File: config.mk
export PLATFORM = sky130hd
export DESIGN_NAME = date_add_days_weekday_unit
export DESIGN_NICKNAME = d
export VERILOG_FILES = /design/src/rtl/core/dawd_pkg.sv /design/src/rtl/core/date_add_days_weekday_unit.sv /design/src/rtl/core/dawd_month_step.sv /design/src/rtl/core/dawd_weekday.sv
export SDC_FILE = /design/constraint.sdc
export NUM_CORES = 1
export LEC_CHECK = 0
export CORE_ASPECT_RATIO = 0.5
export CORE_MARGIN = 2
export CORE_UTILIZATION = 40
export DETAILED_ROUTE_END_ITERATION = 10
export DONT_BUFFER_PORTS = 1
export HOLD_SLACK_MARGIN = 0.1
export MAX_ROUTING_LAYER = met4
export PLACE_DENSITY_LB_ADDON = 0.12
export SKIP_CTS_REPAIR_TIMING = 1
export SLEW_MARGIN = 20
export SYNTH_ARGS = -nofsm -noshare
export SYNTH_HDL_FRONTEND = slang
export SYNTH_SLANG_ARGS = --single-unit
File: constraint.sdc
create_clock -name clk -period 9.45 [get_ports clk]
set_input_delay 0.945 -clock clk [delete_from_list [all_inputs] [get_ports clk]]
set_output_delay 0.945 -clock clk [all_outputs]
set_load 0.01 [all_outputs]
File: src/rtl/core/dawd_pkg.sv
package dawd_pkg;

	// input word layout
	localparam int MONTH_W = 4;
	localparam int DAY_W   = 5;
	localparam int YEAR_W  = 14;
	localparam int ADD_W   = 16;
	localparam int WDAY_W  = 3;

	localparam int S_DATA_W = 40;
	localparam int M_DATA_W = 32;

	// usable offset bits
	localparam int OFFSET_BITS = 16;
	localparam int OFF_W = (OFFSET_BITS < ADD_W) ? OFFSET_BITS : ADD_W;
	// running day count: day plus offset, one bit of headroom
	localparam int RD_W = ((OFF_W > DAY_W) ? OFF_W : DAY_W) + 1;

	localparam logic [MONTH_W-1:0] MONTH_JAN = 4'd1;
	localparam logic [MONTH_W-1:0] MONTH_FEB = 4'd2;
	localparam logic [MONTH_W-1:0] MONTH_DEC = 4'd12;

	// weekday arithmetic
	localparam int YY_W     = YEAR_W + 1;
	localparam int CENT_W   = 8;
	localparam int YR_W     = 7;
	localparam int WSUM_W   = 11;
	localparam int Q7_W     = 9;
	localparam int YEAR_BIAS    = 400;
	localparam int DIV100_MUL   = 5243;
	localparam int DIV100_SHIFT = 19;
	localparam int DIV7_MUL     = 2341;
	localparam int DIV7_SHIFT   = 14;

	// cycles from accept until the weekday pipeline output is settled
	localparam int WAIT_W = 2;
	localparam logic [WAIT_W-1:0] WDAY_WAIT = 2'd2;

	typedef enum logic [1:0] {
		ST_IDLE,
		ST_LOOP,
		ST_DONE
	} dawd_state_t;

	typedef struct packed {
		logic load;
		logic step;
	} dawd_step_ctrl_t;

endpackage

File: src/rtl/core/date_add_days_weekday_unit.sv
// latency: grows with n, the number of months stepped over (n = 0 for a bad date, which
// only waits on the weekday pipeline); the result is registered once the loop is done
// throughput: one word at a time, set by the month loop doing one month per cycle
// in the shared subtract and compare unit; about 2150 months for the largest offset
// reset: arst_n asynchronous active low, clears the sequencer and the output valid
// no memories, so no clearing pass after reset
module date_add_days_weekday_unit import dawd_pkg::*; (
	input  logic                  clk,
	input  logic                  arst_n,
	// input channel
	input  logic                  s_tvalid,
	output logic                  s_tready,
	// month_in [3:0], day_in [8:4], year_in [22:9], add_days [38:23], zero fill
	input  logic [S_DATA_W-1:0]   s_tdata,
	// output channel
	output logic                  m_tvalid,
	input  logic                  m_tready,
	// month_out [3:0], day_out [8:4], year_out [22:9], weekday [25:23], zero fill
	output logic [M_DATA_W-1:0]   m_tdata,
	// bad_date [0]
	output logic [0:0]            m_tuser
);

	// input word fields
	logic [MONTH_W-1:0] month_in;
	logic [DAY_W-1:0]   day_in;
	logic [YEAR_W-1:0]  year_in;
	logic [ADD_W-1:0]   add_days;

	assign month_in = s_tdata[3:0];
	assign day_in   = s_tdata[8:4];
	assign year_in  = s_tdata[22:9];
	assign add_days = s_tdata[38:23];

	dawd_state_t        state_q, state_d;
	dawd_step_ctrl_t    step_ctrl;
	logic [WAIT_W-1:0]  wait_q;
	logic               bad_q;
	logic               accept;
	logic               in_bad;
	logic               go_out;
	logic               fits;

	logic [MONTH_W-1:0] step_month;
	logic [DAY_W-1:0]   step_day;
	logic [YEAR_W-1:0]  step_year;
	logic [WDAY_W-1:0]  wday;

	logic               m_tvalid_q;
	logic [MONTH_W-1:0] month_out_q;
	logic [DAY_W-1:0]   day_out_q;
	logic [YEAR_W-1:0]  year_out_q;
	logic [WDAY_W-1:0]  weekday_q;
	logic               bad_out_q;

	// busy for the whole item; the output register lets the next word in
	// while a finished result still waits
	assign s_tready = (state_q == ST_IDLE);
	assign accept   = s_tvalid && s_tready;
	assign in_bad   = (month_in < MONTH_JAN) || (month_in > MONTH_DEC) || (day_in == '0);

	// month walker: one month length subtracted per cycle
	dawd_month_step u_step (
		.clk      (clk),
		.ctrl     (step_ctrl),
		.month_ld (month_in),
		.day_ld   (day_in),
		.year_ld  (year_in),
		.offs_ld  (add_days[OFF_W-1:0]),
		.month    (step_month),
		.day      (step_day),
		.year     (step_year),
		.fits     (fits)
	);

	// weekday of the start date, three register stages
	dawd_weekday u_wday (
		.clk     (clk),
		.load    (accept),
		.month   (month_in),
		.day     (day_in),
		.year    (year_in),
		.weekday (wday)
	);

	always_ff @(posedge clk or negedge arst_n) begin
		if (!arst_n) begin
			state_q <= ST_IDLE;
		end else begin
			state_q <= state_d;
		end
	end

	always_comb begin
		state_d        = state_q;
		step_ctrl.load = 1'b0;
		step_ctrl.step = 1'b0;
		// result leaves once the weekday is settled and the output slot is free
		go_out = (state_q == ST_DONE) && (wait_q == '0) && (!m_tvalid_q || m_tready);
		unique case (state_q)
			ST_IDLE: begin
				if (accept) begin
					step_ctrl.load = 1'b1;
					state_d = in_bad ? ST_DONE : ST_LOOP;
				end
			end
			ST_LOOP: begin
				// rolls over while the day count exceeds the month
				if (fits) begin
					state_d = ST_DONE;
				end else begin
					step_ctrl.step = 1'b1;
				end
			end
			ST_DONE: begin
				if (go_out) begin
					state_d = ST_IDLE;
				end
			end
			default: begin
				state_d = ST_IDLE;
			end
		endcase
	end

	// weekday settle count and bad flag
	always_ff @(posedge clk or negedge arst_n) begin
		if (!arst_n) begin
			wait_q <= '0;
			bad_q  <= 1'b0;
		end else if (accept) begin
			wait_q <= WDAY_WAIT;
			bad_q  <= in_bad;
		end else if (wait_q != '0) begin
			wait_q <= wait_q - 1'b1;
		end
	end

	// output register
	always_ff @(posedge clk or negedge arst_n) begin
		if (!arst_n) begin
			m_tvalid_q <= 1'b0;
		end else if (go_out) begin
			m_tvalid_q <= 1'b1;
		end else if (m_tready) begin
			m_tvalid_q <= 1'b0;
		end
	end

	always_ff @(posedge clk) begin
		if (go_out) begin
			// a bad date gives all-zero fields
			month_out_q <= bad_q ? '0 : step_month;
			day_out_q   <= bad_q ? '0 : step_day;
			year_out_q  <= bad_q ? '0 : step_year;
			weekday_q   <= bad_q ? '0 : wday;
			bad_out_q   <= bad_q;
		end
	end

	assign m_tvalid = m_tvalid_q;
	assign m_tdata  = {6'd0, weekday_q, year_out_q, day_out_q, month_out_q};
	assign m_tuser  = bad_out_q;

endmodule

File: src/rtl/core/dawd_month_step.sv
module dawd_month_step import dawd_pkg::*; (
	input  logic                 clk,
	input  dawd_step_ctrl_t      ctrl,
	input  logic [MONTH_W-1:0]   month_ld,
	input  logic [DAY_W-1:0]     day_ld,
	input  logic [YEAR_W-1:0]    year_ld,
	input  logic [OFF_W-1:0]     offs_ld,
	output logic [MONTH_W-1:0]   month,
	output logic [DAY_W-1:0]     day,
	output logic [YEAR_W-1:0]    year,
	output logic                 fits
);

	logic [MONTH_W-1:0] rm_q;
	logic [RD_W-1:0]    rd_q;
	logic [YEAR_W-1:0]  ry_q;
	logic [DAY_W-1:0]   len;
	logic [RD_W:0]      diff;

	// days in the current month, leap when year divisible by four
	always_comb begin
		unique case (rm_q)
			4'd2:                      len = (ry_q[1:0] == 2'd0) ? 5'd29 : 5'd28;
			4'd4, 4'd6, 4'd9, 4'd11:   len = 5'd30;
			default:                   len = 5'd31;
		endcase
	end

	// one subtractor does both compare and reduction
	assign diff = {1'b0, rd_q} - (RD_W+1)'(len);
	assign fits = diff[RD_W] || (diff == '0);

	always_ff @(posedge clk) begin
		if (ctrl.load) begin
			rm_q <= month_ld;
			rd_q <= RD_W'(day_ld) + RD_W'(offs_ld);
			ry_q <= year_ld;
		end else if (ctrl.step) begin
			rd_q <= diff[RD_W-1:0];
			if (rm_q >= MONTH_DEC) begin
				rm_q <= MONTH_JAN;
				ry_q <= ry_q + 1'b1;
			end else begin
				rm_q <= rm_q + 1'b1;
			end
		end
	end

	assign month = rm_q;
	assign day   = rd_q[DAY_W-1:0];
	assign year  = ry_q;

endmodule

File: src/rtl/core/dawd_weekday.sv
module dawd_weekday import dawd_pkg::*; (
	input  logic                 clk,
	input  logic                 load,
	input  logic [MONTH_W-1:0]   month,
	input  logic [DAY_W-1:0]     day,
	input  logic [YEAR_W-1:0]    year,
	output logic [WDAY_W-1:0]    weekday
);

	function automatic logic [5:0] month_term(input logic [MONTH_W-1:0] m);
		logic [5:0] t;
		unique case (m)
			4'd3:    t = 6'd10;
			4'd4:    t = 6'd13;
			4'd5:    t = 6'd15;
			4'd6:    t = 6'd18;
			4'd7:    t = 6'd20;
			4'd8:    t = 6'd23;
			4'd9:    t = 6'd26;
			4'd10:   t = 6'd28;
			4'd11:   t = 6'd31;
			4'd12:   t = 6'd33;
			4'd13:   t = 6'd36;
			4'd14:   t = 6'd39;
			default: t = 6'd0;
		endcase
		return t;
	endfunction

	logic                 jan_feb;
	logic [MONTH_W-1:0]   mm;
	logic [YY_W-1:0]      yy;
	logic [27:0]          cent_prod;

	logic [YY_W-1:0]      yy_s1;
	logic [CENT_W-1:0]    cent_s1;
	logic [5:0]           mterm_s1;
	logic [DAY_W-1:0]     day_s1;

	logic [YY_W-1:0]      k_full;
	logic [YR_W-1:0]      k;
	logic [WSUM_W-1:0]    sum;
	logic [WSUM_W-1:0]    sum_s2;

	logic [22:0]          q_prod;
	logic [WSUM_W-1:0]    sum_s3;
	logic [Q7_W-1:0]      q_s3;
	logic [WSUM_W-1:0]    rem;

	// jan and feb count as months 13 and 14 of the year before
	assign jan_feb = (month == MONTH_JAN) || (month == MONTH_FEB);
	assign mm = jan_feb ? month + 4'd12 : month;
	assign yy = YY_W'(year) + YY_W'(YEAR_BIAS) - YY_W'(jan_feb);
	// century by reciprocal multiply
	assign cent_prod = 28'(yy) * 28'(DIV100_MUL);

	always_ff @(posedge clk) begin
		if (load) begin
			yy_s1    <= yy;
			cent_s1  <= cent_prod[DIV100_SHIFT +: CENT_W];
			mterm_s1 <= month_term(mm);
			day_s1   <= day;
		end
	end

	assign k_full = yy_s1 - YY_W'(cent_s1) * YY_W'(100);
	assign k = k_full[YR_W-1:0];
	assign sum = WSUM_W'(day_s1) + WSUM_W'(mterm_s1) + WSUM_W'(k) + WSUM_W'(k >> 2)
		+ WSUM_W'(cent_s1 >> 2) + WSUM_W'(cent_s1) * WSUM_W'(5);

	// mod 7 by reciprocal multiply
	assign q_prod = 23'(sum_s2) * 23'(DIV7_MUL);

	always_ff @(posedge clk) begin
		sum_s2 <= sum;
		sum_s3 <= sum_s2;
		q_s3   <= q_prod[DIV7_SHIFT +: Q7_W];
	end

	assign rem = sum_s3 - WSUM_W'(q_s3) * WSUM_W'(7);
	assign weekday = rem[WDAY_W-1:0];

endmodule

Yosys cells after proc, flatten, opt, wreduce, memory -nomap -nowiden
Memories as Yosys holds them, arrays and structs flattened. A register that Yosys moved wholly into a read port is not among the register bits.
Index checks and enable logic that the tools add are counted.
- bits in registers: 111
- ROM bits: 96
- bits of input ports: 44
- output and inout bits: 35
- logic and storage cells: 100
- memories kept: 1
- memory list (name ; words ; bits a word ; read ports ; clocked after Yosys merged registers in ; write ports ; RTL line ; text):
    (name not given) ; 16 ; 6 ; 1 ; 1 ; 0 ; dawd_weekday.sv:12 ; unique case (m)
- $add $sub $neg: 15
- $mul: 5
- magnitude comparators: 3
- equal/unequal tests: 12
- muxes and demuxes: 24
- reduce and logical (&&, ||, !) cells: 22
- operator list (kind ; count):
    $mux W14 ; 3
    $mux W17 ; 2
    $mul A15 B13 Y27 const B ; 1
    $mul A11 B12 Y23 const B ; 1
    $logic_not A18 Y1 ; 1
    $sub A17 B5 Y18 ; 1
    $add A5 B16 Y17 ; 1
    $mux W4 ; 4
    $add A14 B9 Y15 const B ; 1
    $sub A15 B1 Y15 ; 1
    $add A14 B1 Y14 const B ; 1
    $mux W2 ; 6
    $add A11 B11 Y11 ; 1
    $add A11 B5 Y11 ; 1
    $add A11 B6 Y11 ; 1
    $add A11 B7 Y11 ; 1
    $mul A8 B3 Y11 const B ; 1
    $pmux W5 S2 ; 1
    $reduce_bool A2 Y1 ; 5
    $mul A9 B3 Y3 const B ; 1
    $eq A4 B2 Y1 const B ; 2
    $eq A4 B3 Y1 const B ; 2
    $eq A4 B4 Y1 const B ; 2
    $mul A8 B5 Y5 const B ; 1
    24 further kinds ; 39

Logic depth before layout (Yosys ltp)
Gate-level depths: netlist of run 1.
- depth in word-level cells: 10
- depth in mapped cells: 34
- depth with buffers taken out: 34

Hierarchy
Synthesis of run 1 repeated with hierarchy kept, for this count alone.
- cells, all modules: 1171
- area total of the unflattened synthesis: 12226.7 um^2
- modules (own cells, without submodules) (module ; times used ; cells an instance ; area each (um^2) ; sequential area each (um^2)):
    dawd_weekday ; 1 ; 799 ; 8195.4 ; 1121.1
    dawd_month_step ; 1 ; 279 ; 2677.6 ; 1051.0
    date_add_days_weekday_unit ; 1 ; 93 ; 1353.8 ; 960.9

Worst setup path after synthesis of run 1
No wires, ideal clock.
- kind: input-to-reg
- start: input port s_tdata[0]
- end: register u_wday.cent_s1[7], data pin
- setup time: 276 ps
- data arrival time: 7805 ps
- data required time: 9174 ps
- setup slack: 1370 ps
- cell stages on the path: 32
- buffers on the path: 0
- cells stage by stage: inv_1 ha_1 o21ai_0 inv_1 ha_1 inv_1 ha_1 inv_1 fa_1 nor2b_1 o21ai_1 a21boi_0 o31ai_1 a21boi_0 nor4b_1 nor3_1 fa_1 inv_1 ha_1 fa_1 fa_1 inv_1 fa_1 inv_1 ha_1 o21ai_0 a21oi_1 a211oi_1 a21oi_1 a311oi_1 xnor2_1 xnor2_1
- longest elaborated chain between the ends: 4
- elaborated cells on any way between the ends: 5
- classes of those cells: add/sub (1); mul (1); eq/ne (2); reduce/logical (1)
- ends and longest elaborated chain (element ; RTL line ; text):
    start, declared ; date_add_days_weekday_unit.sv:14 ; input logic [S_DATA_W-1:0] s_tdata,
    $eq A4 B1 Y1 / $eq A4 B2 Y1 (equally long branches) ; dawd_weekday.sv:51 ; assign jan_feb = (month == MONTH_JAN) || (month == MONTH_FEB);
    $logic_or A1 B1 Y1 (*) ; dawd_weekday.sv:51 ;
    $sub A15 B1 Y15 (*) ; dawd_weekday.sv:53 ; assign yy = YY_W'(year) + YY_W'(YEAR_BIAS) - YY_W'(jan_feb);
    $mul A15 B13 Y27 (*) ; dawd_weekday.sv:55 ; assign cent_prod = 28'(yy) * 28'(DIV100_MUL);
    net u_wday.cent_prod[26] ; dawd_weekday.sv:33 ; logic [27:0] cent_prod;
    end signal, assigned ; dawd_weekday.sv:60 ; cent_s1 <= cent_prod[DIV100_SHIFT +: CENT_W];
    end, declared ; dawd_weekday.sv:36 ; logic [CENT_W-1:0] cent_s1;
Mark *: on every way through the listed nets, which the timed path passes. The rest lies on a longest branch.
A chain may end at the register's enable or synchronous reset.

Final worst setup path of run 1
Ends and elaborated chain as after synthesis.

==> run metrics, run 1 <==
outcome complete, no violations; Post-DP Area 0.0126 mm²; CTS tree built; xor and xnor fraction of the mapped netlist area 6.74%; Peak VDD IR 0.000360 V; routed vias/inst 4.89; syn_area_per_cell 10.3 µm²; Area Overhead vs Synth 6.35%; Syn Inst Count 1178; gr busiest metal met2; Post-synth EDFFs 88; Power Density 303 mW/mm²; multiplexer share of the synthesized area 0.611%; share of cells above drive strength 1 3.20%; Routed WL per cell 15.5 µm; first drt pass iteration count 4; top_reg_cell synth edfxtp_1; simple-gate area share of the yosys netlist 8.95%; 1st-iter DRT viols 317; P_leak 6.10 nW; Total Wirelength 24.4 mm; most frequent cell on the critical path inv_1; crit path launch s_tdata[0]; Yosys cell types 63; #FFs+latches synth 111; compound-cell area share of the yosys netlist 8.26%; crit path max fanout 6; Crit-path slowest cell nor3_1; antenna cell count 0; Hold Slack 265 ps; worst clock skew 17.8 ps; top cell type by total area after synthesis ha_1; CP Launch Type primary input; top cells by count, synth 243 x inv_1, 220 x ha_1, 110 x fa_1; Critical Path AT 8810 ps; RR Endpoint u_wday.sum_s2[9]; synth warn 0; Detail Route Antenna Nets 0; # nets final 1555; grt ovf 0; final worst path period need 8730 ps; met3 usage 2.46%; Vias 7715; most common cell in the synthesized netlist inv_1; I/O pins 79; leading cell types by total area after synthesis ha_1 23%, edfxtp_1 22%, fa_1 18%; post-route cell area 0.0129 mm²; clock sinks 111; total core area 0.0293 mm²; Max-slew headroom 30.8%; r2r setup slk 4450 ps; Min-Delay Path Class primary input to asynchronous set/reset pin; CP max stage delay 710 ps; Required @ worst endpoint 9530 ps; Num CTS Buffers 9; Max Slew Vio Count 0; Seq/Total Area, Yosys 25.9%; DP Wirelength 20.5 mm; Final Wtd Congestion 0.848; Setup crit end kind register; main combinational cell family by area after synthesis adder cells; Overall Global Routing Usage 16.8%; max-cap violations 0; FF-to-FF path depth 17; die extent in x 250 µm; WS Path Type primary input to register; setup violators final 0; initial core utilization 41.2%; Period Utilization, post-route 92.4%; count of buffers from port buffering 0; global-route wire length before repair 41.3 mm; number of global-route vias before repair 8211; Final Hold Viols 0; met2 GRT Util 28.8%; # DRC 0; Die H 127 µm; Clock transition at path regs 80 ps; H-tree levels 3; initial antenna violation count 0; # rows 44; maximum root-to-sink buffer count 2; Die Area 0.0317 mm²; Max Fclk 115 MHz; synthesized cell area 0.0121 mm²; met1 usage 21.3%; Synth top area share 22.8%; Reg2Reg Launch Point u_wday.cent_s1[0]; root buffer cell clkbuf_16; Least-Margin Pin Slew 1040 ps; FFs w/ async S/R, synth 5.41%; RSZ-0062 raised after global routing false; largest net degree at the start of global routing 62; adder-cell share of the synthesized area 41.0%; final setup TNS 0 ps; clock latency on the worst-skew pair 370 ps
-- power breakdown --
group,switching [mW],internal (mW),total (mW)
sequential,0.0000000000000000354,0.592,0.592
clock,0.199,0.185,0.383
combinational,1.68,1.24,2.92
-- sequential cells by signal (all words and copies together) (netlist names), 2 cells and up --
register         count
day_out_q            5
month_out_q          4
state_q              2
u_step.month         4
u_step.rd_q         17
u_step.year         14
u_wday.cent_s1       8
u_wday.day_s1        5
u_wday.mterm_s1      6
u_wday.q_s3          3
u_wday.sum_s2       11
u_wday.sum_s3        3
u_wday.yy_s1         7
wait_q               2
weekday_q            3
year_out_q          14
-- layer usage --
metal | vias to the layer above | routed length [µm]
met5 | - | 0
met4 | 0 | 332
met3 | 17 | 615
met2 | 73 | 11700
met1 | 3731 | 11700
li1 | 3894 | -
-- worst max-delay path: cells and delay by family --
kind | cells | cell delay [ps]
compound gates | 10 | 2280
xor+xnor | 2 | 280
buf+inv | 8 | 640
fa+ha+maj | 10 | 3690
simple gates | 3 | 960
-- layout make-up --
class	count	area, µm²
Sequential cell	111	3130
Clock buffer	9	225
Multi-Input combinational cell	807	7970
Clock inverter	7	61.3
Tap cell	391	489
Timing Repair Buffer	9	67.6
Inverter	243	912
Fill cell	2844	16500
-- stage by stage --
step | util, % | std cells | power (mW) | worst slack, ps
2_1_floorplan | - | 1183 | 2.75 | 1370
3_3_place_gp | 42.8 | 1561 | 3.49 | 493
3_5_place_dp | 42.8 | 1561 | 3.55 | 327
4_1_cts | 43.8 | 1577 | 3.98 | 638
5_1_grt | 43.8 | 1577 | 4.51 | 121
6_report | 43.8 | 1577 | 3.90 | 720
-- kinds of logic (layout without fill, tap and decap cells) --
| logic type | after synthesis | count (layout) |
|---|---|---|
| adders and majority gates | 330 | 330 |
| buffers and inverters | 265 | 268 |
| and+or+nand+nor | 212 | 212 |
| AOI/OAI and AO/OA | 160 | 160 |
| DFF | 111 | 111 |
| xor gates and xnor gates | 93 | 93 |
| muxes | 6 | 6 |
| other | 1 | 6 |
-- placed cells by master (no fill, tap or decap), types with 4 or more instances in the layout --
cell       count
clkbuf_16      9
nor3_1         8
a211oi_1       7
inv_1        242
dfxtp_1       17
nand2b_1       6
o31ai_1        5
ha_1         220
xor2_1        24
or4_1          5
or3_1          4
nor2_1        51
o21ai_0       42
xnor2_1       68
nand4_1       10
dfrtp_1        6
fa_1         110
nor4_1         4
mux2i_1        4
and3_1        10
nand3_1       16
buf_4          9
o21bai_1       5
o21a_1         8
a21o_1        14
a21boi_0       6
nor3b_1        6
nand2_1       53
nor2b_1       22
a21oi_1       42
conb_1         6
edfxtp_1      88
-- worst max path at each step --
stage,end,cells past startpoint
after floorplan,u_wday.cent_s1[7],32
after global placement,u_wday.cent_s1[7],33
after detailed placement,u_wday.cent_s1[7],33
after CTS,u_wday.cent_s1[7],33
after global routing,u_wday.cent_s1[7],32
final,u_wday.cent_s1[7],33
Power figures use the tool's default switching activity.
==> run 2, diff against run 1 <==
SYNTH_HIERARCHICAL = 1   (was not set)
TNS_END_PERCENT = 1   (was not set)
==> run metrics, run 2 <==
outcome complete, no violations (unchanged); top cell type by total area after synthesis ha_1 (unchanged); most common cell in the synthesized netlist inv_1 (unchanged); Max Slew Vio Count 0 (unchanged); antenna cell count 0 (unchanged); initial core utilization 40.5% (was 41.2%); worst clock skew 8.52 ps (was 17.8 ps); Post-DP Area 0.0127 mm² (was 0.0126 mm²); Routed WL per cell 15.7 µm (was 15.5 µm); Overall Global Routing Usage 16.6% (was 16.8%); Final Wtd Congestion 0.838 (was 0.848); DP Wirelength 21.0 mm (was 20.5 mm); syn_area_per_cell 10.4 µm² (was 10.3 µm²); synthesized cell area 0.0122 mm² (was 0.0121 mm²); synth warn 6 (was 0); initial antenna violation count 0 (unchanged); Final Hold Viols 0 (unchanged); WS Path Type primary input to register (unchanged); Die H 128 µm (was 127 µm); Seq/Total Area, Yosys 25.6% (was 25.9%); count of buffers from port buffering 0 (unchanged); CP max stage delay 530 ps (was 710 ps); # nets final 1539 (was 1555); setup violators final 0 (unchanged); H-tree levels 3 (unchanged); gr busiest metal met2 (unchanged); max reg flops 17 (unchanged); Max Fclk 126 MHz (was 115 MHz); leading cell types by total area after synthesis ha_1 22%, edfxtp_1 22%, fa_1 19% (was ha_1 23%, edfxtp_1 22%, fa_1 18%); I/O pins 79 (unchanged); xor and xnor fraction of the mapped netlist area 6.57% (was 6.74%); Post-synth EDFFs 88 (unchanged); die extent in x 251 µm (was 250 µm); final setup TNS 0 ps (unchanged); Vias 7712 (was 7715); Die Area 0.0321 mm² (was 0.0317 mm²); routed vias/inst 4.90 (was 4.89); Total Wirelength 24.7 mm (was 24.4 mm); CTS tree built (unchanged); Num CTS Buffers 9 (unchanged); grt ovf 0 (unchanged); Syn Inst Count 1171 (was 1178); crit path max fanout 8 (was 6); Period Utilization, post-route 84.1% (was 92.4%); r2r setup slk 4630 ps (was 4450 ps); total core area 0.0302 mm² (was 0.0293 mm²); largest net degree at the start of global routing 91 (was 62); compound-cell area share of the yosys netlist 8.48% (was 8.26%); # fillers 2900 (was 2844); most common cell after layout, fill and taps aside inv_1 (unchanged); RR Endpoint u_wday/sum_s2[10] (was u_wday.sum_s2[9]); main combinational cell family by area after synthesis adder cells (unchanged); multiplexer share of the synthesized area 1.38% (was 0.611%); #FFs+latches synth 111 (unchanged); Required @ worst endpoint 9540 ps (was 9530 ps); first drt pass iteration count 4 (unchanged); Detail Route Antenna Nets 0 (unchanged); commonest cells after routing, fill and taps aside 236 x inv_1, 213 x ha_1, 113 x fa_1 (was 242 x inv_1, 220 x ha_1, 110 x fa_1); global-route wire length before repair 40.8 mm (was 41.3 mm); Clock transition at path regs 70 ps (was 80 ps); FF-to-FF path depth 18 (was 17); Least-Margin Pin Slew 1020 ps (was 1040 ps); simple-gate area share of the yosys netlist 9.16% (was 8.95%); adder-cell share of the synthesized area 40.3% (was 41.0%); Reg2Reg Launch Point u_wday/cent_s1[0] (was u_wday.cent_s1[0]); Max-slew headroom 31.8% (was 30.8%); Yosys cell types 74 (was 63); met2 GRT Util 27.0% (was 28.8%); root buffer cell clkbuf_16 (unchanged); CP Launch Type primary input (unchanged); clock latency on the worst-skew pair 360 ps (was 370 ps); Synth top area share 21.8% (was 22.8%); RSZ-0062 raised after global routing false (unchanged); share of cells above drive strength 1 4.43% (was 3.20%); post-route cell area 0.0129 mm² (about the same); maximum root-to-sink buffer count 2 (unchanged); # rows 45 (was 44); final worst path period need 7950 ps (was 8730 ps); clock sinks 111 (unchanged); # DRC 0 (unchanged); Critical Path AT 8040 ps (was 8810 ps); Area Overhead vs Synth 5.71% (was 6.35%); Crit-path slowest cell fa_1 (was nor3_1); top cells by count, synth 237 x inv_1, 213 x ha_1, 113 x fa_1 (was 243 x inv_1, 220 x ha_1, 110 x fa_1); 1st-iter DRT viols 323 (was 317); Setup crit end kind register (unchanged); number of global-route vias before repair 8005 (was 8211); most frequent cell on the critical path inv_1 (unchanged); FFs w/ async S/R, synth 5.41% (unchanged); max-cap violations 0 (unchanged); met1 usage 22.3% (was 21.3%); register bank with the most flops u_step/rd_q (was u_step.rd_q); met3 usage 1.94% (was 2.46%); top_reg_cell synth edfxtp_1 (unchanged); Min-Delay Path Class primary input to asynchronous set/reset pin (unchanged)
==> run 2: cell types whose count changed after synthesis, moves of 7 or more <==
cell / previous run / this run
nor2_1: 51 / 32
xor2_1: 24 / 45
xnor2_1: 69 / 43
nor2b_1: 22 / 38
ha_1: 220 / 213
==> run 2: logic make-up (layout without fill, tap and decap cells) <==
group | after synthesis | count (layout)
adders and majority gates | 326 | 326
AOI/OAI and AO/OA | 156 | 156
other | 1 | 6
and+or+nand+nor | 209 | 209
muxes | 15 | 15
DFF | 111 | 111
buffers and inverters | 263 | 261
xor gates and xnor gates | 90 | 90
==> run 2: worst max path at each step <==
| stage | from | to | slack, ps |
|---|---|---|---|
| 2_1_floorplan | s_tdata[0] | u_wday/cent_s1[4] | 1880 |
| 3_3_place_gp | s_tdata[0] | u_wday/cent_s1[4] | 1240 |
| 3_5_place_dp | s_tdata[0] | u_wday/cent_s1[5] | 1140 |
| 4_1_cts | s_tdata[0] | u_wday/cent_s1[5] | 1500 |
| 5_1_grt | s_tdata[0] | u_wday/cent_s1[3] | 870 |
| 6_report | s_tdata[0] | u_wday/cent_s1[5] | 1500 |
==> run 2: area by class of cell <==
type / instances / area (µm²) / area share, %
sequential: 111 / 3130 / 24.2
clock buffer: 9 / 225 / 1.74
clock inverter: 7 / 47.5 / 0.368
timing repair buffer: 5 / 37.5 / 0.290
multi-input combinational: 802 / 8080 / 62.5
tap: 399 / 499 / 3.86
inverter: 240 / 901 / 6.97
==> run 2: worst max-delay path: cells and delay by family <==
family	cells	cell delay, ps
fa+ha+maj	10	3510
compound gates	9	2150
buf+inv	7	480
xor+xnor	1	330
simple gates	3	620
==> run 2: layer usage <==
metal	up-vias	wire length, µm
met1	3735	12200
met4	0	388
met3	22	441
met5	-	0
met2	84	11700
li1	3871	-
==> run 2: stage by stage <==
step	hold WS, ps	setup slack [ps]	util, %	instances
after global routing	252	872	42.8	1573
after floorplan	380	1880	-	1176
after global placement	478	1240	41.9	1557
final	274	1500	42.8	1573
after CTS	254	1500	42.8	1573
after detailed placement	475	1140	41.9	1557
Power of run 2 is left out: the tool's default activity adds up to more than one toggle a clock period on the data nets, which glitch-free logic cannot reach.
